## src/rtl/core/pdfa_pkg.sv

```systemverilog
// shared types and constants of the programmable dfa matcher
package pdfa_pkg;

   // default sizes
   localparam int NUM_STATES_DEF  = 16;
   localparam int SYMBOL_BITS_DEF = 8;

   // fixed field widths
   localparam int OPCODE_W = 3;
   localparam int SYM_W    = 8;
   localparam int STATE_W  = 4;
   localparam int STATUS_W = 2;
   localparam int MASK_W   = 16;
   localparam int CSR_AW   = 3;
   localparam int CSR_DW   = 32;

   typedef enum logic [OPCODE_W-1:0] {
      OP_ADD_SYMBOL = 3'd0,
      OP_WRITE      = 3'd1,
      OP_WRITE_ALL  = 3'd2,
      OP_FEED       = 3'd3,
      OP_END        = 3'd4
   } opcode_type;

   typedef enum logic [STATUS_W-1:0] {
      ST_DONE    = 2'd0,
      ST_REFUSED = 2'd1,
      ST_VERDICT = 2'd2
   } status_type;

   typedef enum logic {
      REG_START_STATE = 1'b0,
      REG_FINAL_MASK  = 1'b1
   } reg_index_type;

   // memory strobes from the engine to the store
   typedef struct packed {
      logic alpha_we;
      logic alpha_re;
      logic tbl_we;
      logic tbl_re;
   } mem_ctl_type;

   // one transition table entry
   typedef struct packed {
      logic               valid;
      logic [STATE_W-1:0] target;
   } entry_type;

   // finished result handed to the output register
   typedef struct packed {
      logic       valid;
      status_type status;
      logic       accepted;
   } result_type;

endpackage

```

## src/rtl/core/pdfa_csr.sv

```systemverilog
// apb configuration registers: start state and final state mask
module pdfa_csr import pdfa_pkg::*; (
   input  logic                clock,
   input  logic                reset,
   input  logic                csr_psel,
   input  logic                csr_penable,
   input  logic                csr_pwrite,
   input  logic [CSR_AW-1:0]   csr_paddr,
   input  logic [CSR_DW-1:0]   csr_pwdata,
   output logic [CSR_DW-1:0]   csr_prdata,
   output logic                csr_pready,
   output logic [STATE_W-1:0]  start_state,
   output logic [MASK_W-1:0]   final_mask,
   output logic                restart,
   output logic [STATE_W-1:0]  restart_state
);

   logic [STATE_W-1:0] start_state_ff;
   logic [MASK_W-1:0]  final_mask_ff;
   reg_index_type      reg_index;
   logic               wr_en;

   // register select by word address
   assign reg_index  = reg_index_type'(csr_paddr[2]);
   assign wr_en      = csr_psel && csr_penable && csr_pwrite;
   assign csr_pready = 1'b1;

   // a start state write also restarts any word in progress
   assign restart       = wr_en && (reg_index == REG_START_STATE);
   assign restart_state = csr_pwdata[STATE_W-1:0];

   // register writes
   always_ff @(posedge clock) begin
      if (reset) begin
         start_state_ff <= '0;
         final_mask_ff  <= '0;
      end else if (wr_en) begin
         unique case (reg_index)
            REG_START_STATE: start_state_ff <= csr_pwdata[STATE_W-1:0];
            REG_FINAL_MASK:  final_mask_ff  <= csr_pwdata[MASK_W-1:0];
         endcase
      end
   end

   // read back
   always_comb begin
      unique case (reg_index)
         REG_START_STATE: csr_prdata = CSR_DW'(start_state_ff);
         REG_FINAL_MASK:  csr_prdata = CSR_DW'(final_mask_ff);
      endcase
   end

   assign start_state = start_state_ff;
   assign final_mask  = final_mask_ff;

endmodule

```

## config.mk

```make
export PLATFORM = sky130hd
export DESIGN_NAME = pdfa_csr
export DESIGN_NICKNAME = d
export VERILOG_FILES = /design/src/rtl/core/pdfa_pkg.sv /design/src/rtl/core/pdfa_csr.sv
export SDC_FILE = /design/constraint.sdc
export NUM_CORES = 1
export LEC_CHECK = 0
export BUFFER_PORTS_ARGS = -buffer_cell sky130_fd_sc_hd__buf_2
export CORE_AREA = 2 2 52 66
export CTS_CLUSTER_SIZE = 16
export DETAILED_ROUTE_END_ITERATION = 16
export DIE_AREA = 0 0 54 68
export GPL_TIMING_DRIVEN = 0
export MAX_ROUTING_LAYER = met4
export PLACE_DENSITY = 0.8
export SLEW_MARGIN = 20
export SYNTH_ARGS = -nofsm -noshare
export SYNTH_HDL_FRONTEND = slang
export SYNTH_SLANG_ARGS = --single-unit
```

## constraint.sdc

```tcl
create_clock -name clock -period 1.9 [get_ports clock]
set_clock_uncertainty 0.1 [all_clocks]
set_input_delay 0.095 -clock clock [delete_from_list [all_inputs] [get_ports clock]]
set_output_delay 0.095 -clock clock [all_outputs]
set_load 0.03 [all_outputs]
```

[Word level (Yosys, flattened, before mapping)]
Cells that the tools add are included.
Storage, ports and cells
  flip-flop bits (word level): 20
  bits of input ports: 40
Cells by class
  multiplexer cells: 1
  bitwise gates (word level): 1
  reduce and logical (&&, ||, !) cells: 5
Operator list (number)
  32-bit one-hot mux with 2 select lines: 1
  2-bit AND reduction: 2
  1-bit logical AND: 3
  1-bit inverter: 1

[Logic depth before layout (Yosys ltp)]
Gate-level depths: netlist of run 1.
  depth in word-level cells: 3
  depth in mapped cells: 5

[Worst setup path before layout of run 1]
OpenSTA, ideal clock, no wires.
  kind: reg-to-output
  from: register final_mask_ff[10] (netlist: final_mask[10])
  to: output port csr_prdata[10]
  arrival time: 846 ps
  slack: 859 ps
  stages on the path, launching flop included: 2
  cells stage by stage: dfxtp_1 > and2_1
Between the ends
  word-level cells in the longest chain between the ends: 1
RTL lines
  from (decl): RTL line pdfa_csr.sv:19  | logic [MASK_W-1:0] final_mask_ff;
  from (signal assigned): RTL line pdfa_csr.sv:40  | REG_FINAL_MASK: final_mask_ff <= csr_pwdata[MASK_W-1:0];
  32-bit one-hot mux with 2 select lines: RTL line pdfa_csr.sv:47  | unique case (reg_index)
  to (decl): RTL line pdfa_csr.sv:10  | output logic [CSR_DW-1:0] csr_prdata,
Every way passes these cells. The select of a mux whose other input is x is not followed.

[Worst setup path after layout of run 1]
  from: register start_state_ff[3] (netlist: start_state[3])
  to: output port csr_prdata[3]
Between the ends
  word-level cells in the longest chain between the ends: 1
RTL lines
  from (decl): RTL line pdfa_csr.sv:18  | logic [STATE_W-1:0] start_state_ff;
  from (signal assigned): RTL line pdfa_csr.sv:39  | REG_START_STATE: start_state_ff <= csr_pwdata[STATE_W-1:0];
  32-bit one-hot mux with 2 select lines: RTL line pdfa_csr.sv:47
Every way passes these cells. The select of a mux whose other input is x is not followed.

==> results of run 1 <==
flip-flops by register name, indices dropped and copies added, names as in the netlist:
name	flops
final_mask	16
start_state	4
placed cells by master (no fill, tap or decap), types with 2 or more instances in the layout:
cell type	count
conb_1	17
clkbuf_1	4
nand2b_1	36
dfxtp_1	20
buf_2	61
mux2_2	4
mux2i_1	20
clkbuf_8	3
buf_4	21
buf_12	2
and2_1	12
dlygate4sd3_1	6
through the flow:
step,instance area (um2),setup WS [ns]
floorplan,1257,0.8593
global placement,1609,0.7559
detailed placement,1609,0.7537
CTS,1740,0.6796
global route,1740,0.6464
finish,1740,0.6835
cells by family after synthesis:
family / after synthesis
simple gates: 50
buf+inv: 29
mux: 24
flops: 20
other cells: 2
timing repair:
item,in CTS,in global routing
endpoints found under the setup margin,0,0
hold buffers,6,0
hold endpoints to repair,6,0
where the power goes:
group,switching [mW],internal (mW),leakage [nW],total [mW]
sequential,0.00643,0.428,0.162,0.435
clock,0.138,0.281,0.0357,0.419
combinational,0.135,0.0999,0.730,0.235
total,0.280,0.809,0.928,1.09
routing by layer:
metal / up-vias / track usage
li1: 532 / -
met1: 458 / 0.1658
met2: 31 / 0.2683
met3: 2 / 0.01965
met4: 0 / 0.05625
met5: - / -
area by class of cell:
class	count	area share
sequential	20	0.2301
timing repair buffer	67	0.2099
clock buffer	3	0.02372
tap	37	0.02660
buffer	28	0.1287
multi-input combinational	91	0.3616
clock inverter	1	0.01725
inverter	1	0.002157
path summary, 6_finish.rpt:
path,from,end,slack [ns],depth (start not counted)
hold reg to reg,final_mask[8],final_mask[8],0.38,2
hold / removal,csr_pwdata[7],final_mask[7],0.003,3
setup reg to reg,start_state[3],start_state[3],1.17,2
setup / recovery,start_state[3],csr_prdata[3],0.68,2
worst max-delay path, cell delays in order (launching register included):
cell	delay (ns)
dfxtp_1	0.34
mux2_2	0.26
buf_2	0.17
==> out/qor.txt, run 1 <==
Outcome - finished clean
Total area of sequential cells - 400.4 um2
FP Rows - 23
H-tree Lvls - 1
Area grow syn2layout - 44.90%
Initial antenna violation count - 0
TritonCTS clock tree - done
Max-slew violations - 0
Multiplexer share of the synthesized area - 0.2042
Distinct cells, synth - 13
Vias in the first global route - 896
Max Cap Viol - 0
Clk_lat worst skew - 0.25 ns
Largest family of logic cells by synthesized area - simple AND/OR/NAND/NOR gates
Routed WL per cell - 10.80 um
Die Y - 68 um
Starting Density - 0.3865
Worst path arrival time - 1.02 ns
Synth Area in XOR/XNOR - 0
Layout cells sized above 1 - 0.4455
Placed insts - 238
Total CTS buffers - 3
Vias per inst - 4.125
Detailed placer's ending HPWL - 2089 um
Min cycle time layout - 1.217 ns
Initial DRT Pass Iterations - 4
I/O Buffers - 61
Fillers - 305
Final hold violation count - 0
Multi-input gate area - 629.4 um2
Adder-Cell Fraction of Synth Area - 0
TNS Setup - 0 ns
Mean Syn Cell Area - 9.609 um2
Synth Register Bits - 20
Violation count after the first detailed-route iteration - 8
M1 WL - 1045 um
Post-layout power - 1.089 mW
DRC Markers - 0
Postcts setup bufs - 0
Post-synthesis cell count - 125
Clk slew on worst S/H paths - 0.08 ns
Die span in x - 54 um
Fin Hold WS - 0.003024 ns
Finished Layout Cells - 248
Fmax - 822.0 MHz
CTS sink count - 20
Critical Path End Type - output pin
Simple logic cell fraction of the synthesized area - 0.2667
WP data required - 1.70 ns
Mapped cell area - 1201 um2
Critical path peak fanout - 3
Top Metal Used - met4
Critical path class - reg2out
Number of routed nets with antenna violations - 0
Main synth FF type - dfxtp_1
Total GRT Usage - 0.1499
Root buf cell - clkbuf_8
Final GP Congestion - 0.7774
Count leader, synth - nand2b_1
VDD IR max - 0.0003827 V
Most area-hungry cell type in the Yosys netlist - dfxtp_1
Asr flop ratio synth - 0
HP Class - in2reg
Routed via count - 1023
Syn. warnings - 0
Core Util, Final - 0.5600
WL met3 - 142 um
Die area - 3672 um2
Max Buffers Root-to-Sink - 2
Leakage - 0.9278 nW
N_diodes - 0
First-pass GRT wire length - 3926 um
Finish-stage setup viols - 0
Maximum number of pins on one net before global-route repair - 13
Core Region - 3108 um2
Fin nets - 252
Post-synthesis compound-gate area fraction - 0
Most frequent cells after synthesis - 36 x nand2b_1, 21 x buf_4, 20 x dfxtp_1, 20 x mux2i_1, 12 x and2_1
Startpoint types - register
Total gr overflow - 0
RSZ-0062 raised after global routing - no
Metal2 WL - 1464 um
Top Ports - 98
Post-synth top area share - 0.3333
Register area share after synthesis - 0.3333
Final period utilization - 0.6403
Number of synthesized flops with an enable pin - 0
Post-Route WL - 2679 um
Ranking of synthesized cells by area - dfxtp_1 33%, nand2b_1 19%, mux2i_1 17%
Post-CTS sizing - 0
PwrDens - 625.9 nW/um2
Power figures use the tool's default switching activity.
==> run 2: changes to the inputs <==
Settings changed: CORE_AREA 2 2 52 66 to 2 2 56 71, DIE_AREA 0 0 54 68 to 0 0 58 73, PLACE_DENSITY 0.8 to 0.73.
Clock period 1.9 ns to 1.1 ns, I/O delays scaled along.
==> out/qor.txt, run 2 (synthesized netlist as in run 1, its figures left out) <==
Critical path class - reg2out (unchanged)
CP max-delay cell - dfxtp_2 (was dfxtp_1)
WP depth - 2 (unchanged)
Routed via count - 1091 (was 1023)
TritonCTS clock tree - done (unchanged)
Layout cells sized above 1 - 0.5133 (was 0.4455)
DRC Markers - 0 (unchanged)
Largest register FFs - 16 (unchanged)
R2R cell count - 3 (was 2)
Initial antenna violation count - 0 (unchanged)
Fin Hold WS - 0.01357 ns (was 0.003024 ns)
Commonest non-fill, non-tap cell in the layout - buf_2 (unchanged)
CP delay by family, top - flip-flops (unchanged)
Detailed placer's ending HPWL - 1996 um (was 2089 um)
RSZ-0062 raised after global routing - yes (was no)
Violation count after the first detailed-route iteration - 3 (was 8)
Share of power burned in registers - 0.429 (was 0.399)
Max Buffers Root-to-Sink - 2 (unchanged)
Hold Path Depth - 3 (unchanged)
Final GP Congestion - 0.6400 (was 0.7774)
Min cycle time layout - 1.149 ns
Core Util, Final - 0.5352 (was 0.5600)
Critical Path, Cell by Cell - mux2_4 > buf_6 (was mux2_2 > buf_2)
Fillers - 345 (was 305)
Net Sw Power - 489.4 uW (was 280.4 uW)
Commonest non-fill, non-tap cells in the layout - 45 x buf_2, 36 x nand2b_1, 31 x buf_4 (was 61 x buf_2, 36 x nand2b_1, 21 x buf_4)
Top Ports - 98 (unchanged)
WP buf/inv - 1 (unchanged)
H-tree Lvls - 1 (unchanged)
Final period utilization - 1.044
Critical Path End Type - output pin (unchanged)
Root buf cell - clkbuf_8 (unchanged)
Combinational share of power - 0.256 (was 0.216)
Starting Density - 0.3310 (was 0.3865)
Total GRT Usage - 0.1427 (was 0.1499)
Vias per inst - 4.102 (was 4.125)
Crit-path max cell delay - 0.33 ns (was 0.34 ns)
Vias in the first global route - 1024 (was 896)
PwrDens - 903.6 nW/um2 (was 625.9 nW/um2)
Fin nets - 267 (was 252)
Die area - 4234 um2 (was 3672 um2)
N_diodes - 0 (unchanged)
Total gr overflow - 0 (unchanged)
Core Region - 3628 um2 (was 3108 um2)
Die span in x - 58 um (was 54 um)
Clk_lat worst skew - 0.25 ns (about the same)
HP Class - in2reg (unchanged)
TNS Setup - -0.1545 ns (was 0 ns)
Pre-CTS worst setup slack - 0.05153 ns (was 0.7537 ns)
Total CTS buffers - 3 (unchanged)
Post-Route WL - 2990 um (was 2679 um)
Routed WL per cell - 11.24 um (was 10.80 um)
Internal power - 1.265 mW (was 809.0 uW)
Sw frac - 0.2789 (was 0.2574)
Final hold violation count - 0 (unchanged)
Startpoint types - register (unchanged)
Placed cell area - 1613 um2 (was 1609 um2)
Initial DRT Pass Iterations - 2 (was 4)
Setup slack after layout - -0.04860 ns (was 0.6835 ns)
Failing checks - setup timing
Finished Layout Cells - 266 (was 248)
Leakage - 1.000 nW (was 0.9278 nW)
Fmax - 870.6 MHz
CTS sink count - 20 (unchanged)
Die Y - 73 um (was 68 um)
Post-layout power - 1.755 mW (was 1.089 mW)
Clk slew on worst S/H paths - 0.07 ns (was 0.08 ns)
Critical path peak fanout - 2 (was 3)
Outcome - finished, violations left (was finished clean)
Finish-stage setup viols - 4 (was 0)
Area grow syn2layout - 61.67% (was 44.90%)
Max-slew violations - 0 (unchanged)
Number of routed nets with antenna violations - 0 (unchanged)
Placed insts - 241 (was 238)
VDD IR max - 0.0005791 V (was 0.0003827 V)
Fraction of power consumed by the clock network - 0.315 (was 0.385)
WP data required - 0.94 ns (was 1.70 ns)
First-pass GRT wire length - 4457 um (was 3926 um)
Maximum number of pins on one net before global-route repair - 12 (was 13)
Max Cap Viol - 0 (unchanged)
I/O Buffers - 61 (unchanged)
Final instance area - 1942 um2 (was 1740 um2)
Worst path arrival time - 0.99 ns (was 1.02 ns)
FP Rows - 25 (was 23)
## run 2: cell count changes in the layout (fill, tap and decap cells not counted), sizes merged
cell,change
buf,-2
clkbuf,+10
dlygate4sd3,+8
bufinv,-1
## run 2: power by group through the flow
stage               Combinational (mW)  Clock [mW]  Sequential (mW)
floorplan                        0.267           0            0.798
global placement                 0.389           0            0.767
detailed placement               0.391           0            0.768
CTS                              0.445       0.581            0.750
global route                     0.480       0.610            0.754
finish                           0.449       0.553            0.752
## run 2: cell type report
cell class	instances	area, um2	area share
Multi-Input combinational cell	91	636.9	0.3280
Buffer	28	224.0	0.1153
Inverter	1	3.754	0.001933
Timing Repair Buffer	82	553.0	0.2848
Sequential cell	20	419.2	0.2159
Tap cell	40	50.05	0.02577
Clock buffer	4	55.05	0.02835
## run 2: worst paths after layout
| kind | start | end | slack, ns |
|---|---|---|---|
| max | start_state[3] | csr_prdata[3] | -0.05 |
| min | csr_pwdata[2] | final_mask[2] | 0.01 |
| max reg2reg | start_state[3] | start_state[3] | 0.28 |
| min reg2reg | final_mask[9] | final_mask[9] | 0.38 |
## run 2: metal layers
layer	up-vias	global-route usage	share of wire
met5	-	-	0
met4	0	0.04651	0.0064
met3	2	0.02837	0.065
met2	46	0.2727	0.53
met1	483	0.1413	0.40
li1	560	-	-
## run 2: worst register-to-register path: cells and delay by family (launching register included)
kind / cells / cell delay [ns]
buf+inv: 1 / 0.11
mux: 1 / 0.14
flops: 1 / 0.34
simple gates: 1 / 0.05
## run 2: what timing repair did
action,CTS,global route
endpoints found under the hold margin,15,0
setup buffers,7,0
resized for setup,18,21
hold buffers,14,0
setup endpoints to repair,5,16
==> run 3: changes to the inputs <==
Settings changed: CORE_AREA 2 2 56 71 to 2 2 53 67, CTS_BUF_LIST set to sky130_fd_sc_hd__clkbuf_4 sky130_fd_sc_hd__clkbuf_8, DIE_AREA 0 0 58 73 to 0 0 55 69, PLACE_DENSITY 0.73 to 0.78, RECOVER_POWER set to 100.
Clock period 1.1 ns to 1.15 ns, I/O delays scaled along.
==> out/qor.txt, run 3 (synthesized netlist as in run 1, its figures left out) <==
Metal2 WL - 1657 um (was 1584 um)
CP delay by family, top - flip-flops (unchanged)
VDD IR max - 0.0005612 V (was 0.0005791 V)
TritonCTS clock tree - done (unchanged)
RSZ-0062 raised after global routing - yes (unchanged)
I/O Buffers - 61 (unchanged)
N_diodes - 0 (unchanged)
Max Cap Viol - 0 (unchanged)
Pre-CTS worst setup slack - 0.1070 ns (was 0.05153 ns)
Placed cell area - 1609 um2 (was 1613 um2)
Detailed placer's ending HPWL - 2068 um (was 1996 um)
Clk_lat worst skew - 0.25 ns (about the same)
Setup slack after layout - -0.01991 ns (was -0.04860 ns)
Placed insts - 238 (was 241)
Critical path class - reg2out (unchanged)
M1 WL - 1137 um (was 1191 um)
Die span in x - 55 um (was 58 um)
Die Y - 69 um (was 73 um)
Final hold violation count - 0 (unchanged)
Post-Route WL - 2991 um (was 2990 um)
Routed via count - 1099 (was 1091)
Finish-stage setup viols - 2 (was 4)
Min cycle time layout - 1.170 ns
Core Region - 3166 um2 (was 3628 um2)
Max Buffers Root-to-Sink - 2 (unchanged)
H-tree Lvls - 1 (unchanged)
Outcome - finished, violations left (unchanged)
First-pass GRT wire length - 4636 um (was 4457 um)
Finished Layout Cells - 259 (was 266)
DRC Markers - 0 (unchanged)
Initial DRT Pass Iterations - 2 (unchanged)
Commonest non-fill, non-tap cells in the layout - 36 x nand2b_1, 25 x buf_4, 25 x clkbuf_2 (was 45 x buf_2, 36 x nand2b_1, 31 x buf_4)
Maximum number of pins on one net before global-route repair - 11 (was 12)
Clk slew on worst S/H paths - 0.07 ns (about the same)
Critical Path End Type - output pin (unchanged)
Max-slew violations - 0 (unchanged)
Routed WL per cell - 11.55 um (was 11.24 um)
Crit-path max cell delay - 0.34 ns (was 0.33 ns)
Fmax - 854.8 MHz
Fin nets - 264 (was 267)
Top Metal Used - met4 (unchanged)
Final GP Congestion - 0.6698 (was 0.6400)
Vias in the first global route - 1073 (was 1024)
PwrDens - 856.9 nW/um2 (was 903.6 nW/um2)
Commonest non-fill, non-tap cell in the layout - nand2b_1 (was buf_2)
CTS sink count - 20 (unchanged)
Vias per inst - 4.243 (was 4.102)
Die area - 3795 um2 (was 4234 um2)
Top Ports - 98 (unchanged)
Worst path arrival time - 1.01 ns (was 0.99 ns)
Critical path peak fanout - 3 (was 2)
Largest register FFs - 16 (unchanged)
FP Rows - 23 (was 25)
Leakage - 0.9302 nW (was 1.000 nW)
Total gr overflow - 0 (unchanged)
Startpoint types - register (unchanged)
Total CTS buffers - 3 (unchanged)
Critical Path, Cell by Cell - mux2_4 > buf_6 (unchanged)
Area grow syn2layout - 54.27% (was 61.67%)
Final period utilization - 1.017
WP buf/inv - 1 (unchanged)
Initial antenna violation count - 0 (unchanged)
Failing checks - setup timing (unchanged)
Layout cells sized above 1 - 0.4414 (was 0.5133)
WL met3 - 147 um (was 195 um)
Final instance area - 1853 um2 (was 1942 um2)
WP data required - 0.99 ns (was 0.94 ns)
Total GRT Usage - 0.1665 (was 0.1427)
Root buf cell - clkbuf_8 (unchanged)
Violation count after the first detailed-route iteration - 11 (was 3)
Number of routed nets with antenna violations - 0 (unchanged)
HP Class - in2reg (unchanged)
CP max-delay cell - dfxtp_2 (unchanged)
Starting Density - 0.3794 (was 0.3310)
-- run 3: where the power goes --
part / internal (mW) / switching [mW]
clock network: 0.233 / 0.215
logic: 0.188 / 0.232
registers: 0.709 / 0.0110
-- run 3: final cells by class --
type / instances / area, um2
Inverter: 1 / 3.754
Multi-Input combinational cell: 91 / 633.1
Tap cell: 37 / 46.29
Buffer: 28 / 224.0
Timing Repair Buffer: 79 / 494.2
Sequential cell: 20 / 410.4
Clock buffer: 3 / 41.29
Fill cell: 308 / 1313
-- run 3: per-layer routing --
metal	track usage	vias to the layer above
li1	-	550
met1	0.1599	499
met2	0.3122	44
met3	0.01948	6
met4	0.06504	0
met5	-	-
-- run 3: worst register-to-register path, delay by kind of cell (launching register included) --
family / cells / cell delay (ns)
flops: 1 / 0.33
buf+inv: 1 / 0.13
mux: 1 / 0.07
simple gates: 1 / 0.06
-- run 3: through the flow --
stage                     hold WS, ns  setup TNS (ns)  utilization  power [mW]
final                         0.01069        -0.02307       0.5854       1.588
after global routing          0.01749         -0.1201       0.5854       1.657
after CTS                    0.005205       -0.003487       0.5854       1.609
after detailed placement       0.2319               0       0.5083       1.107
after global placement         0.2238               0       0.5083       1.104
after floorplan                0.1122               0            -       1.018
-- run 3: final timing paths --
kind                                  endpoint      startpoint  depth (start not counted)  slack (ns)
worst max-delay path             csr_prdata[0]  start_state[0]                          2       -0.02
worst min-delay path            start_state[3]   csr_pwdata[3]                          3        0.01
worst max register to register  start_state[2]  start_state[2]                          3        0.34
worst min register to register   final_mask[6]   final_mask[6]                          2        0.38
-- run 3: repair_timing --
action,CTS,global route
endpoints found under the hold margin,16,0
hold buffers,14,0
endpoints found under the setup margin,4,5
pin swaps,0,0
resized for setup,14,4
setup buffers,4,0
