**config.mk**
```make
export PLATFORM = sky130hd
export DESIGN_NAME = pdfa_engine
export DESIGN_NICKNAME = d
export VERILOG_FILES = /design/src/rtl/core/pdfa_pkg.sv /design/src/rtl/core/pdfa_engine.sv
export SDC_FILE = /design/constraint.sdc
export NUM_CORES = 1
export LEC_CHECK = 0
export BUFFER_PORTS_ARGS = -buffer_cell sky130_fd_sc_hd__buf_2
export CAP_MARGIN = 0
export CORE_MARGIN = 1.5
export CORE_UTILIZATION = 44
export CTS_CLUSTER_DIAMETER = 40
export DETAILED_ROUTE_END_ITERATION = 8
export GPL_TIMING_DRIVEN = 0
export PLACE_DENSITY = 0.79
export RECOVER_POWER = 100
export SYNTH_ARGS = -nofsm -noshare
export SYNTH_HDL_FRONTEND = slang
export SYNTH_SLANG_ARGS = --single-unit
```
**constraint.sdc**
```tcl
create_clock -name clock -period 3.34 [get_ports clock]
set_input_delay 0.501 -clock clock [delete_from_list [all_inputs] [get_ports clock]]
set_output_delay 0.501 -clock clock [all_outputs]
set_load 0.02 [all_outputs]
```
**src/rtl/core/pdfa_pkg.sv**
```systemverilog
// shared types and constants of the programmable dfa matcher
package pdfa_pkg;

   // default sizes
   localparam int NUM_STATES_DEF  = 16;
   localparam int SYMBOL_BITS_DEF = 8;

   // fixed field widths
   localparam int OPCODE_W = 3;
   localparam int SYM_W    = 8;
   localparam int STATE_W  = 4;
   localparam int STATUS_W = 2;
   localparam int MASK_W   = 16;
   localparam int CSR_AW   = 3;
   localparam int CSR_DW   = 32;

   typedef enum logic [OPCODE_W-1:0] {
      OP_ADD_SYMBOL = 3'd0,
      OP_WRITE      = 3'd1,
      OP_WRITE_ALL  = 3'd2,
      OP_FEED       = 3'd3,
      OP_END        = 3'd4
   } opcode_type;

   typedef enum logic [STATUS_W-1:0] {
      ST_DONE    = 2'd0,
      ST_REFUSED = 2'd1,
      ST_VERDICT = 2'd2
   } status_type;

   typedef enum logic {
      REG_START_STATE = 1'b0,
      REG_FINAL_MASK  = 1'b1
   } reg_index_type;

   // memory strobes from the engine to the store
   typedef struct packed {
      logic alpha_we;
      logic alpha_re;
      logic tbl_we;
      logic tbl_re;
   } mem_ctl_type;

   // one transition table entry
   typedef struct packed {
      logic               valid;
      logic [STATE_W-1:0] target;
   } entry_type;

   // finished result handed to the output register
   typedef struct packed {
      logic       valid;
      status_type status;
      logic       accepted;
   } result_type;

endpackage

```
**src/rtl/core/pdfa_engine.sv**
```systemverilog
// item sequencer: decodes transactions, walks the alphabet, steps the automaton
module pdfa_engine import pdfa_pkg::*; #(
   parameter int NUM_STATES  = NUM_STATES_DEF,
   parameter int SYMBOL_BITS = SYMBOL_BITS_DEF
) (
   input  logic                                         clock,
   input  logic                                         reset,
   input  logic                                         req_valid,
   output logic                                         req_stall,
   input  logic [OPCODE_W-1:0]                          req_opcode,
   input  logic [SYM_W-1:0]                             req_symbol,
   input  logic [STATE_W-1:0]                           req_from_state,
   input  logic [STATE_W-1:0]                           req_to_state,
   input  logic [STATE_W-1:0]                           start_state,
   input  logic [MASK_W-1:0]                            final_mask,
   input  logic                                         restart,
   input  logic [STATE_W-1:0]                           restart_state,
   input  logic                                         clear_busy,
   input  logic                                         out_free,
   output result_type                                   fin,
   output mem_ctl_type                                  mem_ctl,
   output logic [SYMBOL_BITS-1:0]                       alpha_addr,
   output logic [$clog2(NUM_STATES)+SYMBOL_BITS-1:0]    tbl_addr,
   output entry_type                                    tbl_wdata,
   input  logic                                         alpha_rdata,
   input  entry_type                                    tbl_rdata
);

   localparam int SIDX_W = $clog2(NUM_STATES);
   localparam logic [SYMBOL_BITS-1:0] SYM_LAST = '1;

   typedef enum logic [2:0] {
      S_IDLE,
      S_WR_CHK,
      S_ALL_WALK,
      S_FEED_LOOK,
      S_HOLD
   } eng_state_type;

   eng_state_type          state_ff, state_in;
   logic [SIDX_W-1:0]      from_ff, from_in;
   logic [STATE_W-1:0]     to_ff, to_in;
   logic [SYMBOL_BITS-1:0] sym_ff, sym_in;
   logic [SYMBOL_BITS-1:0] walk_ff, walk_in;
   logic [STATE_W-1:0]     cur_ff, cur_in;
   logic                   dead_ff, dead_in;
   status_type             hold_status_ff, hold_status_in;
   logic                   hold_acc_ff, hold_acc_in;

   logic                   ready;
   logic                   accept;
   logic [SYMBOL_BITS-1:0] op_sym;
   logic                   req_range_bad;
   logic                   cur_bad;
   logic                   done_now;
   status_type             res_status;
   logic                   res_acc;

   assign ready     = (state_ff == S_IDLE) && !clear_busy;
   assign accept    = req_valid && ready;
   assign req_stall = !ready;
   assign op_sym    = req_symbol[SYMBOL_BITS-1:0];

   // state indices are range checked against the configured state count
   assign req_range_bad = (32'(req_from_state) >= 32'(NUM_STATES)) ||
                          (32'(req_to_state) >= 32'(NUM_STATES));
   assign cur_bad       = 32'(cur_ff) >= 32'(NUM_STATES);

   // next state and memory strobes
   always_comb begin
      state_in       = state_ff;
      from_in        = from_ff;
      to_in          = to_ff;
      sym_in         = sym_ff;
      walk_in        = walk_ff;
      cur_in         = cur_ff;
      dead_in        = dead_ff;
      hold_status_in = hold_status_ff;
      hold_acc_in    = hold_acc_ff;
      mem_ctl        = '0;
      alpha_addr     = op_sym;
      tbl_addr       = {SIDX_W'(cur_ff), op_sym};
      tbl_wdata      = '{valid: 1'b1, target: to_ff};
      done_now       = 1'b0;
      res_status     = ST_DONE;
      res_acc        = 1'b0;
      fin            = '{valid: 1'b0, status: ST_DONE, accepted: 1'b0};

      unique case (state_ff)
         S_IDLE: begin
            if (accept) begin
               sym_in  = op_sym;
               from_in = SIDX_W'(req_from_state);
               to_in   = req_to_state;
               unique case (req_opcode)
                  OP_ADD_SYMBOL: begin
                     mem_ctl.alpha_we = 1'b1;
                     done_now         = 1'b1;
                  end
                  OP_WRITE: begin
                     if (req_range_bad) begin
                        res_status = ST_REFUSED;
                        done_now   = 1'b1;
                     end else begin
                        mem_ctl.alpha_re = 1'b1;
                        state_in         = S_WR_CHK;
                     end
                  end
                  OP_WRITE_ALL: begin
                     if (req_range_bad) begin
                        res_status = ST_REFUSED;
                        done_now   = 1'b1;
                     end else begin
                        mem_ctl.alpha_re = 1'b1;
                        alpha_addr       = '0;
                        walk_in          = '0;
                        state_in         = S_ALL_WALK;
                     end
                  end
                  OP_FEED: begin
                     if (dead_ff) begin
                        done_now = 1'b1;
                     end else if (cur_bad) begin
                        dead_in  = 1'b1;
                        done_now = 1'b1;
                     end else begin
                        mem_ctl.tbl_re = 1'b1;
                        state_in       = S_FEED_LOOK;
                     end
                  end
                  OP_END: begin
                     res_status = ST_VERDICT;
                     res_acc    = !dead_ff && final_mask[cur_ff];
                     cur_in     = start_state;
                     dead_in    = 1'b0;
                     done_now   = 1'b1;
                  end
                  default: begin
                     done_now = 1'b1;
                  end
               endcase
            end
         end
         // single write: alphabet bit is back
         S_WR_CHK: begin
            tbl_addr = {from_ff, sym_ff};
            if (alpha_rdata) begin
               mem_ctl.tbl_we = 1'b1;
            end else begin
               res_status = ST_REFUSED;
            end
            done_now = 1'b1;
         end
         // all write: write the symbol just read, fetch the next one
         S_ALL_WALK: begin
            tbl_addr       = {from_ff, walk_ff};
            mem_ctl.tbl_we = alpha_rdata;
            if (walk_ff == SYM_LAST) begin
               done_now = 1'b1;
            end else begin
               mem_ctl.alpha_re = 1'b1;
               alpha_addr       = walk_ff + SYMBOL_BITS'(1);
               walk_in          = walk_ff + SYMBOL_BITS'(1);
            end
         end
         // feed: table entry is back
         S_FEED_LOOK: begin
            if (tbl_rdata.valid) begin
               cur_in = tbl_rdata.target;
            end else begin
               dead_in = 1'b1;
            end
            done_now = 1'b1;
         end
         // result waits for the output register
         S_HOLD: begin
            if (out_free) begin
               fin      = '{valid: 1'b1, status: hold_status_ff, accepted: hold_acc_ff};
               state_in = S_IDLE;
            end
         end
         default: begin
            state_in = S_IDLE;
         end
      endcase

      // hand over the finished result or park it
      if (done_now) begin
         if (out_free) begin
            fin      = '{valid: 1'b1, status: res_status, accepted: res_acc};
            state_in = S_IDLE;
         end else begin
            hold_status_in = res_status;
            hold_acc_in    = res_acc;
            state_in       = S_HOLD;
         end
      end

      // start state rewrite restarts the word
      if (restart) begin
         cur_in  = restart_state;
         dead_in = 1'b0;
      end
   end

   // state and registered values
   always_ff @(posedge clock) begin
      if (reset) begin
         state_ff <= S_IDLE;
         cur_ff   <= '0;
         dead_ff  <= 1'b0;
      end else begin
         state_ff <= state_in;
         cur_ff   <= cur_in;
         dead_ff  <= dead_in;
      end
      from_ff        <= from_in;
      to_ff          <= to_in;
      sym_ff         <= sym_in;
      walk_ff        <= walk_in;
      hold_status_ff <= hold_status_in;
      hold_acc_ff    <= hold_acc_in;
   end

`ifndef NO_ASSERTIONS
   // the dead condition is only entered by a fed symbol
   a_dead_from_feed: assert property (@(posedge clock) disable iff (reset)
      $rose(dead_ff) |-> $past(state_ff == S_FEED_LOOK ||
                               (accept && req_opcode == OP_FEED)))
      else $error("dead condition entered outside a feed");

   // a verdict always leaves a fresh word behind
   a_verdict_restarts: assert property (@(posedge clock) disable iff (reset)
      fin.valid && fin.status == ST_VERDICT |=> !dead_ff)
      else $error("word not restarted after verdict");

   // a result is never handed over into a full output register
   a_fin_needs_room: assert property (@(posedge clock) disable iff (reset)
      fin.valid |-> out_free)
      else $error("result lost on full output register");

   // a parked result stays put until it can leave
   a_hold_stable: assert property (@(posedge clock) disable iff (reset)
      state_ff == S_HOLD && !out_free |=>
         state_ff == S_HOLD && $stable(hold_status_ff) && $stable(hold_acc_ff))
      else $error("parked result changed");

   // no table write while waiting for a new transaction
   a_idle_no_write: assert property (@(posedge clock) disable iff (reset)
      state_ff == S_IDLE |-> !mem_ctl.tbl_we)
      else $error("table write from idle");
`endif

endmodule

```
# Word-level counts from Yosys, hierarchy flattened
# Index checks and enable logic that the tools add are counted.
# totals
reg_bits	35
in_bits	55
out_inout_bits	34
word_cells	110
# op_classes
add_sub_neg	1
n_lt_le_gt_ge	1
n_eq_ne	22
mux	55
n_bitwise	1
n_reduce_logical	21
# ops
operator	count
two-way mux 8 bit	6
two-way mux 4 bit	8
one-hot mux 8 bit (2 select lines)	2
one-hot mux 12 bit (2 select lines)	1
two-way mux 1 bit	19
one-hot mux 3 bit (3 select lines)	2
two-way mux 3 bit	5
== test 3 x 2 -> 1 bit (second input constant)	4
inequality test 3 bit (second input constant)	4
AND reduction 4 bit	3
one-hot mux 1 bit (2 select lines)	5
adder 8 x 1 -> 8 bit (second input constant)	1
== test 8 bit (second input constant)	1
one-hot mux 4 bit (2 select lines)	1
== test 3 x 1 -> 1 bit (second input constant)	2
== test 3 bit (second input constant)	2
logical NOT 3 bit	2
two-way mux 2 bit	3
inequality test 2 bit (second input constant)	3
OR reduction 2 bit	3
< comparator 4 x 5 -> 1 bit (second input constant)	1
inequality test 5 x 2 -> 1 bit (second input constant)	1
AND reduction 5 bit	1
binary-select mux 1 bit (select 4 bit)	1
13 further kinds	20

# Longest topological paths before layout
# Gate-level depths: netlist (run 1).
# depth
depth_word	8
mapped_depth	6
mapped_depth_nobuf	5

# Worst setup path before layout (run 1)
# OpenSTA, ideal clock, no wires.
# synth_timing
path_type	input port to output port
start	input req_opcode[1]
end	output fin[0] (netlist bit)
t_arrival_ns	1.993
t_required_ns	2.839
path_slack_ns	0.846
path_stages	6
n_path_buf	2
cell_sequence	buf_6 > or4b_1 > buf_2 > nor3_1 > o2111ai_1 > a31oi_1
# synth_lines
item	line	source
from (decl)	pdfa_engine.sv:10	input logic [OPCODE_W-1:0] req_opcode,
to (decl)	pdfa_engine.sv:20	output result_type fin,

# Final worst setup path (run 1)
# layout_timing
start	register walk_ff[0]
end	output alpha_addr[3]
# layout_between
elab_chain_len	3
elab_cells_between_ends	4
cone_classes	1 x add/sub; 1 x eq/ne; 2 x mux
# layout_rtl
item	line	source
from (decl)	pdfa_engine.sv:44	logic [SYMBOL_BITS-1:0] walk_ff, walk_in;
from (signal assigned)	pdfa_engine.sv:220	walk_ff <= walk_in;
adder 8 x 1 -> 8 bit or == test 8 bit (tied branches)	pdfa_engine.sv:162, pdfa_engine.sv:158	
two-way mux 8 bit *	pdfa_engine.sv:158	if (walk_ff == SYM_LAST) begin
one-hot mux 8 bit (2 select lines) *	pdfa_engine.sv:89	unique case (state_ff)
to (decl)	pdfa_engine.sv:22	output logic [SYMBOL_BITS-1:0] alpha_addr,
# Mark *: on every way between the ends. The rest lies on a longest branch, timed or not.

==> metrics, run 1 <==
pin count of the biggest net entering global routing=17; initial antenna violation count=0; # H-tree levels=2; Seq/Total Area, Yosys=0.432; synthesized area=2250 um2; Clock Pin Slew Worst Setup and Hold Paths=~0.07 ns; Clock Sinks=35; crit path time final=2.86 ns; Setup crit end kind=output port; final setup fails=0; ys flop type=edfxtp_1; setup TNS=0 ns; area share of the largest cell type after synthesis=0.360; Hold Slack=slightly below 0.4 ns; Worst Setup Slack, final=between 0.4 and 0.5 ns; Logic pwr share=0.348; antenna diode count=0; Detail Placement HPWL=between 4 and 5 mm; vias in the first global route=2030; r2r worst-path depth=6; critical setup path kind=flip-flop to output port; Synth area leader=edfxtp_1; Detailed Routing Iterations Pass 1=4; nets@finish=405; required time worst endpoint=2.84 ns; Setup crit start kind=flip-flop; reg2reg start=walk_ff[0]; power per cell area=465 nW/um2; FP Rows=25; initial drt markers=between 100 and 150; NetSw=479 uW; placed insts=around 410; aggregate routed wire length=5.59 mm; Setup WS pre-CTS=0.782 ns; Avg WL per Cell=13.4 um; Initial Util=0.467; Post-CTS Resized=0; Antenna Violating Nets Remaining=0; clk buf depth=2; Die W=74.5 um; hold violation count in the final report=0; fillers=~490; met2 Track Usage GR=0.361; Clk pwr share=0.231; Area contributors post-synth=edfxtp_1 36%, a21oi_1 8.0%, nor2_1 7.8%; grt ovf=0; vias=2246; gr usage total=0.212; die area=5550 um2; Slew @ Worst Pin=0.588 ns; Sw Ratio=0.369; DRC viols=0; routability congestion estimate=0.913; Tcrit/Tclk final=0.856; fin cells=417; hold-critical path endpoint=to_ff[3]; Setup Skew=between 0.006 and 0.007 ns; Post-synth EDFFs=27; core area=4820 um2; maxcap violations=0; Async SR Flop Fraction=0; RSZ-0062 raised after global routing=false; R2R Setup Slk=~1.1 ns; met1 Use GR=0.274; syn_area_per_cell=between 8 and 9 um2; post-synth cell types=55; Clock Root Buffer=clkbuf_8; syn nets=between 300 and 400; HP Class=input pin to flip-flop; fmax=350 MHz; cell count after synthesis=~260; hold path depth=1; flops & latches, synth=35; io pins=89; RR Endpoint=walk_ff[1]; sequential power share=0.421; worst vdd ir=approximately 0.23 mV; CTS tree=built; clock buffer count from CTS=5; Final Max Tran Viols=0; Hold Buf Count CTS=0; I/O Buffers=85; Int Power=approximately 800 uW; hold path startpoint=req_to_state[3]; Arrival @ worst endpoint=2.36 ns; maximum fanout along the worst path=8; status=finished, final reports clean; routed vias/inst=around 5.4; Lkg Pwr=about 1.0 nW; Layout area overhead=24.3%; Design Power=approximately 1.3 mW; post-CTS setup buffers=0; max_slew headroom=0.607; share of post-route cells with drive strength above 1=0.180; Die Ht=74.5 um; worst skew pair latency=0.28 ns; first-pass GRT wire length=approximately 9 mm; met3 Use GR=0.0447; GRT Max-Usage Layer=met2; Syn. warnings=0
==> cell families (layout without fill, tap and decap cells) <==
family	count (synthesis)	in the layout	synth area share
other	1	1	0.00167
flip-flops	35	35	0.432
multiplexers	6	6	0.0389
XOR/XNOR	6	6	0.0234
buffers and inverters	26	119	0.0495
AO/OA/AOI/OAI	84	84	0.240
AND/OR/NAND/NOR	98	98	0.210
adder cells (fa/ha/maj)	1	1	0.00556
==> cell type report <==
class                   count  area [um2]  share of cell area
plain buffers              17        76.3              0.0273
clock inverters             3        20.0             0.00716
flip-flops and latches     35         971               0.347
inverters                   9        33.8              0.0121
clock buffers               5        68.8              0.0246
repair buffers             85         375               0.134
well taps                  67        83.8              0.0300
multi-input cells         196        1170               0.417
==> state kept, by name, indices dropped and copies added (netlist names) <==
signal,count
hold_acc_ff,1
to_ff,4
state_ff,3
dead_ff,1
hold_status_ff,2
from_ff,4
cur_ff,4
walk_ff,8
sym_ff,8
==> per-layer routing <==
| layer | part of all wire | up-vias |
|---|---|---|
| li1 | - | 1139 |
| met1 | 0.45 | 1012 |
| met2 | 0.47 | 87 |
| met3 | 0.061 | 8 |
| met4 | 0.014 | 0 |
| met5 | 0 | - |
==> worst max-delay path, stage by stage (launching register included) <==
cell and delay, ns:
edfxtp_1 0.46, ha_1 0.25, nand3_1 0.18, nor3b_1 0.27
or3_1 0.14, clkbuf_1 0.32, a22o_1 0.21, clkbuf_1 0.23
==> Yosys cell counts, types with 3 or more instances <==
master,instances
buf_1,3
a211o_1,4
dfxtp_1,8
nand2b_1,3
inv_1,9
o32ai_1,4
nand3_1,5
a21o_1,3
nor3_1,3
nor3b_1,4
clkbuf_1,10
a21oi_1,36
nor2_1,47
xnor2_1,4
nand2_1,16
o21ai_0,9
edfxtp_1,27
o22ai_1,8
or3_1,5
==> cells in the final DEF, fill, tap and decap left out, drive strengths merged, types with 2 or more instances in the layout <==
cell type  netlist  layout
a211o            4       4
a211oi           2       2
a21o             3       3
a21oi           36      36
a22o             2       2
a2bb2oi          2       2
a31oi            2       2
and3             2       2
buf              7      51
clkbuf          10      56
clkinvlp         0       2
dfxtp            8       8
edfxtp          27      27
inv              9       9
mux2             2       2
mux2i            2       2
mux4             2       2
nand2           16      16
nand2b           3       3
nand3            5       5
nor2            47      47
nor2b            2       2
nor3             3       3
nor3b            4       4
o2111ai          2       2
o21ai            9       9
o22ai            8       8
o32ai            4       4
or3              5       5
or4b             2       2
xnor2            4       4
xor2             2       2
==> power groups by stage <==
stage	Sequential, mW	Combinational (mW)	Clock, mW
3_3_place_gp	0.554	0.462	0
4_1_cts	0.546	0.470	0.306
5_1_grt	0.553	0.503	0.328
3_5_place_dp	0.555	0.468	0
2_1_floorplan	0.552	0.319	0
6_report	0.547	0.452	0.300
==> per-stage QoR <==
stage | utilization | area (um2)
2_1_floorplan | - | 2250
3_3_place_gp | 0.573 | 2760
3_5_place_dp | 0.573 | 2760
4_1_cts | 0.591 | 2850
5_1_grt | 0.581 | 2800
6_report | 0.581 | 2800
==> worst max-delay path by stage <==
stage | from | endpoint | slack (ns) | depth (start not counted)
floorplan | req_opcode[1] | fin[0] | 0.85 | 6
CTS | walk_ff[0] | alpha_addr[3] | 0.50 | 7
global route | walk_ff[0] | alpha_addr[3] | 0.29 | 7
finish | walk_ff[0] | alpha_addr[3] | 0.48 | 7
detailed placement | req_opcode[0] | fin[0] | 0.78 | 7
global placement | clear_busy | fin[0] | 0.78 | 7
Note: power is estimated with default switching activity, not from simulation.
==> inputs of run 2 (changes only) <==
--- a/config.mk
+++ b/config.mk
@@ -5,6 +5,7 @@
 export SDC_FILE = /design/constraint.sdc
 export NUM_CORES = 1
 export LEC_CHECK = 0
+export ABC_AREA = 1
 export BUFFER_PORTS_ARGS = -buffer_cell sky130_fd_sc_hd__buf_2
 export CAP_MARGIN = 0
 export CORE_MARGIN = 1.5
@@ -12,7 +13,7 @@
 export CTS_CLUSTER_DIAMETER = 40
 export DETAILED_ROUTE_END_ITERATION = 8
 export GPL_TIMING_DRIVEN = 0
-export PLACE_DENSITY = 0.79
+export PLACE_DENSITY = 0.8
 export RECOVER_POWER = 100
 export SYNTH_ARGS = -nofsm -noshare
 export SYNTH_HDL_FRONTEND = slang
==> metrics, run 2 <==
status=finished, final reports clean; fmax=around 330 MHz; post-synthesis adder-cell area fraction=0.00572; syn_area_per_cell=7.34 um2; maxcap violations=0; Slew @ Worst Pin=0.947 ns; Synth area leader=edfxtp_1; fillers=approximately 480; Avg WL per Cell=12.0 um; Detailed Routing Iterations Pass 1=4; reg2reg start=state_ff[2]; grt ovf=0; RSZ-0062 raised after global routing=false; worst skew pair latency=a little under 0.3 ns; die area=between 5000 and 6000 um2; mux contribution to synthesized area=0; placed insts=452; gr usage total=0.212; Clk pwr share=0.151; post-CTS setup buffers=0; Syn. warnings=0; fin cells=460; Area contributors post-synth=edfxtp_1 37%, nand2_1 12%, nor2_1 8.8%; max_slew headroom=0.368; CTS tree=built; hold violation count in the final report=0; cell count after synthesis=298; maximum fanout along the worst path=10; Lkg Pwr=1.22 nW; core area=roughly 4800 um2; top cells by count, synth=68 x nand2_1, 51 x nor2_1, 36 x inv_1, 27 x edfxtp_1; io pins=just under 90; Die W=73.5 um; xor/xnor share of the synthesized area=0.00801; critical setup path kind=flip-flop to output port; I/O Buffers=87; hold path startpoint=req_to_state[2]; Layout area overhead=24.3%; area share of the largest cell type after synthesis=0.371; DRC viols=0; Clock Pin Slew Worst Setup and Hold Paths=0.07 ns; # H-tree levels=2; Setup Skew=roughly 0.0029 ns; Setup crit end kind=output port; post-synthesis compound-gate area fraction=0.153; Initial Util=0.460; worst vdd ir=0.227 mV; critical path depth=10; routed vias/inst=5.01; FP Rows=25; commonest non-fill, non-tap cell in the layout=nand2_1; syn nets=354; Arrival @ worst endpoint=2.53 ns; nets@finish=448; NetSw=around 950 uW; initial antenna violation count=0; largest registers=sym_ff (8), walk_ff (8); RR Endpoint=hold_acc_ff; sequential power share=0.319; share of post-route cells with drive strength above 1=0.183; Int Power=1.02 mW; delay-heaviest family, CP=simple AND/OR/NAND/NOR gates; Logic pwr share=0.529; Post-CTS Resized=0; aggregate routed wire length=5.51 mm; Clock Root Buffer=clkbuf_8; first-pass GRT wire length=slightly below 9 mm; Tcrit/Tclk final=0.909; power per cell area=726 nW/um2; Detail Placement HPWL=4.36 mm; ys flop type=edfxtp_1; initial drt markers=164; vias in the first global route=around 2100; worst stage delay on the critical path=around 0.52 ns; required time worst endpoint=2.84 ns; antenna diode count=0; HP Class=input pin to flip-flop; Antenna Violating Nets Remaining=0; count leader, synth=nand2_1; Hold Buf Count CTS=0; simple-gate share of the synthesized area=0.308; routability congestion estimate=0.924; R2R Setup Slk=1.13 ns; Die Ht=73.5 um; setup TNS=0 ns; Buf+Inv Stages, Crit Path=5; most frequent cells in the layout=71 x nand2_1, 56 x buf_2, 54 x nor2_1; Setup crit start kind=flip-flop; clk buf depth=2; Crit-path slowest cell=nor2_1; main combinational cell family by area after synthesis=simple AND/OR/NAND/NOR gates; hold-critical path endpoint=to_ff[2]; pin count of the biggest net entering global routing=19; flops & latches, synth=35; synthesized area=2190 um2; Clock Sinks=35; Final Max Tran Viols=0; Post-synth EDFFs=27; Async SR Flop Fraction=0; clock buffer count from CTS=5; hold path depth=1; Finished Core Util=0.572; Sw Ratio=0.482; r2r worst-path depth=6; final setup fails=0; vias=2303; critical path cell sequence=inv_1 > nor2_1 > inv_1 > nor2_1 > inv_2 > nand2_1 > clkbuf_1 > nand2_1 > o21ai_0 > buf_2; post-synth cell types=34; Seq/Total Area, Yosys=0.444; crit path time final=~3.0 ns
[run 2: changes by cell type after synthesis, sizes merged, moves of 5 or more]
cell | before | now
nand2 | 16 | 71
inv | 9 | 39
a21oi | 36 | 10
o21ai | 9 | 28
nand3 | 5 | 21
nor2 | 47 | 57
clkbuf | 10 | 1
o211ai | 0 | 6
or3 | 5 | 0
[run 2: through the flow]
stage | hold slack [ns] | worst slack, ns | instance area (um2) | power, mW
after floorplan | 0.484 | 0.733 | 2190 | 1.41
after global placement | 0.515 | 0.545 | 2710 | 1.73
after detailed placement | 0.525 | 0.547 | 2710 | 1.74
after CTS | 0.372 | 0.387 | 2790 | 2.04
after global routing | 0.368 | 0.0662 | 2720 | 2.12
final | 0.384 | 0.305 | 2720 | 1.97
[run 2: per-layer routing]
layer | track usage | part of all wire | up-vias
li1 | - | - | 1183
met1 | 0.244 | 0.43 | 1056
met2 | 0.379 | 0.51 | 58
met3 | 0.0535 | 0.049 | 6
met4 | 0.0761 | 0.011 | 0
met5 | 0 | 0 | -
[run 2: worst max-delay path by stage]
stage | startpoint | end | slack, ns
final | state_ff[0] | tbl_addr[11] | 0.30
after global routing | state_ff[2] | fin[0] | 0.07
after CTS | state_ff[2] | fin[0] | 0.39
after detailed placement | clear_busy | fin[0] | 0.55
after global placement | clear_busy | fin[0] | 0.55
after floorplan | clear_busy | fin[2] | 0.73
[run 2: final cells by class]
cell class                      instances  area [um2]  share of cell area
Timing Repair Buffer                   87         399               0.147
Inverter                               40         150              0.0552
Sequential cell                        35         971               0.357
Clock inverter                          1        5.00             0.00184
Multi-Input combinational cell        219        1010               0.372
Clock buffer                            7        76.3              0.0281
Tap cell                               67        83.8              0.0308
Buffer                                  4        20.0             0.00737
[run 2: power by group through the flow]
stage | logic (mW) | registers, mW | clock network (mW)
finish | 1.04 | 0.630 | 0.299
global route | 1.16 | 0.641 | 0.323
CTS | 1.11 | 0.633 | 0.305
detailed placement | 1.10 | 0.642 | 0
global placement | 1.09 | 0.639 | 0
floorplan | 0.767 | 0.638 | 0
[run 2: worst reg2reg max path, stage by stage, from the launching register on]
cell,delay (ns)
dfxtp_1,0.35
nor2_2,0.16
nand3_1,0.12
nor2_2,0.74
nand2_1,0.24
nor3_1,0.25
nor3b_1,0.20
[run 2: cell families (layout without fill, tap and decap cells)]
kind of cell	count (synthesis)	in the layout
AO/OA/AOI/OAI	57	57
adder cells (fa/ha/maj)	1	1
AND/OR/NAND/NOR	158	158
flip-flops	35	35
buffers and inverters	44	139
XOR/XNOR	2	2
other	1	1
==> inputs of run 3 (changes only) <==
--- a/config.mk
+++ b/config.mk
@@ -8,12 +8,13 @@
 export ABC_AREA = 1
 export BUFFER_PORTS_ARGS = -buffer_cell sky130_fd_sc_hd__buf_2
 export CAP_MARGIN = 0
+export CORE_ASPECT_RATIO = 1.75
 export CORE_MARGIN = 1.5
 export CORE_UTILIZATION = 44
 export CTS_CLUSTER_DIAMETER = 40
 export DETAILED_ROUTE_END_ITERATION = 8
 export GPL_TIMING_DRIVEN = 0
-export PLACE_DENSITY = 0.8
+export PLACE_DENSITY = 0.74
 export RECOVER_POWER = 100
 export SYNTH_ARGS = -nofsm -noshare
 export SYNTH_HDL_FRONTEND = slang
==> metrics, run 3 (synthesis gave the netlist of run 2 again) <==
crit path capture=alpha_addr[5]; Initial Util=0.461; core area=between 4000 and 5000 um2; Detail Placement HPWL=4.58 mm; Setup crit start kind=flip-flop; maxcap violations=0; first-pass GRT wire length=9.72 mm; Crit. Startpoint=walk_ff[0]; Arrival @ worst endpoint=between 2 and 2.5 ns; Setup crit end kind=output port; fmax=344 MHz; worst vdd ir=0.498 mV; Tcrit/Tclk final=0.871; HP Class=input pin to flip-flop; post-CTS setup buffers=0; FP Rows=33; antenna diode count=0; die area=5420 um2; gr usage total=0.228; maximum fanout along the worst path=14; RSZ-0062 raised after global routing=false; Clock Sinks=35; Clock Root Buffer=clkbuf_8; clock buffer count from CTS=5; routed vias/inst=5.14; Detailed Routing Iterations Pass 1=4; Setup WS pre-CTS=0.369 ns; setup TNS=0 ns; Lkg Pwr=1.22 nW; CTS tree=built; # H-tree levels=2; I/O Buffers=87; Die Ht=96.3 um; share of post-route cells with drive strength above 1=0.178; Die W=between 50 and 60 um; Antenna Violating Nets Remaining=0; max_slew headroom=0.515; largest registers=sym_ff (8), walk_ff (8); DRC viols=0; hold violation count in the final report=0; vias in the first global route=2318; commonest non-fill, non-tap cell in the layout=nand2_1; io pins=89; crit path time final=about 2.9 ns; initial drt markers=72; aggregate routed wire length=around 5.7 mm; Clock Pin Slew Worst Setup and Hold Paths=0.07 ns; worst skew pair latency=~0.28 ns; Worst Setup Slack, final=0.431 ns; Slew @ Worst Pin=0.725 ns; Layout area overhead=24.0%; most frequent cells in the layout=70 x nand2_1, 56 x buf_2, 55 x nor2_1; RR Endpoint=hold_acc_ff; required time worst endpoint=2.84 ns; grt ovf=0; Avg WL per Cell=~13 um; pin count of the biggest net entering global routing=19; status=finished, final reports clean; initial antenna violation count=0; power per cell area=between 700 and 800 nW/um2; critical setup path kind=flip-flop to output port; Final Max Tran Viols=0; r2r worst-path depth=6; reg2reg start=state_ff[2]; Setup Skew=between 0.002 and 0.0025 ns; clk buf depth=2; R2R Setup Slk=1.24 ns; vias=2287; routability congestion estimate=0.839; nets@finish=448; final setup fails=0
run 3: changes by cell type in the layout (fill, tap and decap cells not counted), sizes merged:
cell / previous run / this run
buf: 57 / 58
clkbuf: 41 / 40
run 3: worst max-delay path, cell delays in order, from the launching register on:
cell      delay [ns]
edfxtp_1        0.39
ha_1            0.21
nand2_1         0.09
nor2_1          0.16
nand2_1         0.12
nor3_1          0.20
inv_1           0.09
nor2_1          0.22
nor2_2          0.19
o21ai_0         0.24
buf_2           0.20
run 3: per-stage QoR:
step | utilization | hold slack, ns | instances | power [mW] | cell area (um2)
5_1_grt | 0.571 | 0.374 | 445 | 2.18 | 2710
2_1_floorplan | - | 0.484 | 298 | 1.41 | 2190
6_report | 0.571 | 0.389 | 445 | 2.00 | 2710
3_3_place_gp | 0.566 | 0.528 | 437 | 1.74 | 2690
4_1_cts | 0.585 | 0.381 | 445 | 2.07 | 2780
3_5_place_dp | 0.566 | 0.550 | 437 | 1.76 | 2690
run 3: worst min-delay path by stage:
| stage | cells past startpoint | to | slack [ns] | from |
|---|---|---|---|---|
| 4_1_cts | 1 | to_ff[1] | 0.38 | req_to_state[1] |
| 3_3_place_gp | 2 | cur_ff[3] | 0.53 | cur_ff[3] |
| 3_5_place_dp | 2 | cur_ff[3] | 0.55 | cur_ff[3] |
| 5_1_grt | 1 | to_ff[0] | 0.37 | req_to_state[0] |
| 6_report | 1 | to_ff[1] | 0.39 | req_to_state[1] |
| 2_1_floorplan | 2 | cur_ff[3] | 0.48 | cur_ff[3] |
run 3: per-layer routing:
layer | global-route usage | vias to the layer above | wire, um
li1 | - | 1185 | -
met1 | 0.222 | 1027 | 2110
met2 | 0.459 | 67 | 3310
met3 | 0.0363 | 8 | 223
met4 | 0.101 | 0 | 111
met5 | 0 | - | 0
run 3: repair_timing:
item	CTS	global route
endpoints found under the setup margin	0	1
gates resized for setup	0	1
hold buffers	0	0
run 3: power breakdown:
group          leakage (nW)  internal, mW  switching, mW
logic                 0.854         0.304          0.756
registers             0.318         0.577         0.0510
clock network        0.0459         0.165          0.149
run 3: area by class of cell:
class | instances | area [um2]
well taps | 52 | 65.1
clock inverters | 1 | 3.75
clock buffers | 7 | 86.3
repair buffers | 87 | 395
flip-flops and latches | 35 | 971
plain buffers | 4 | 23.8
fillers | 499 | 2040
multi-input cells | 219 | 1020
inverters | 40 | 150
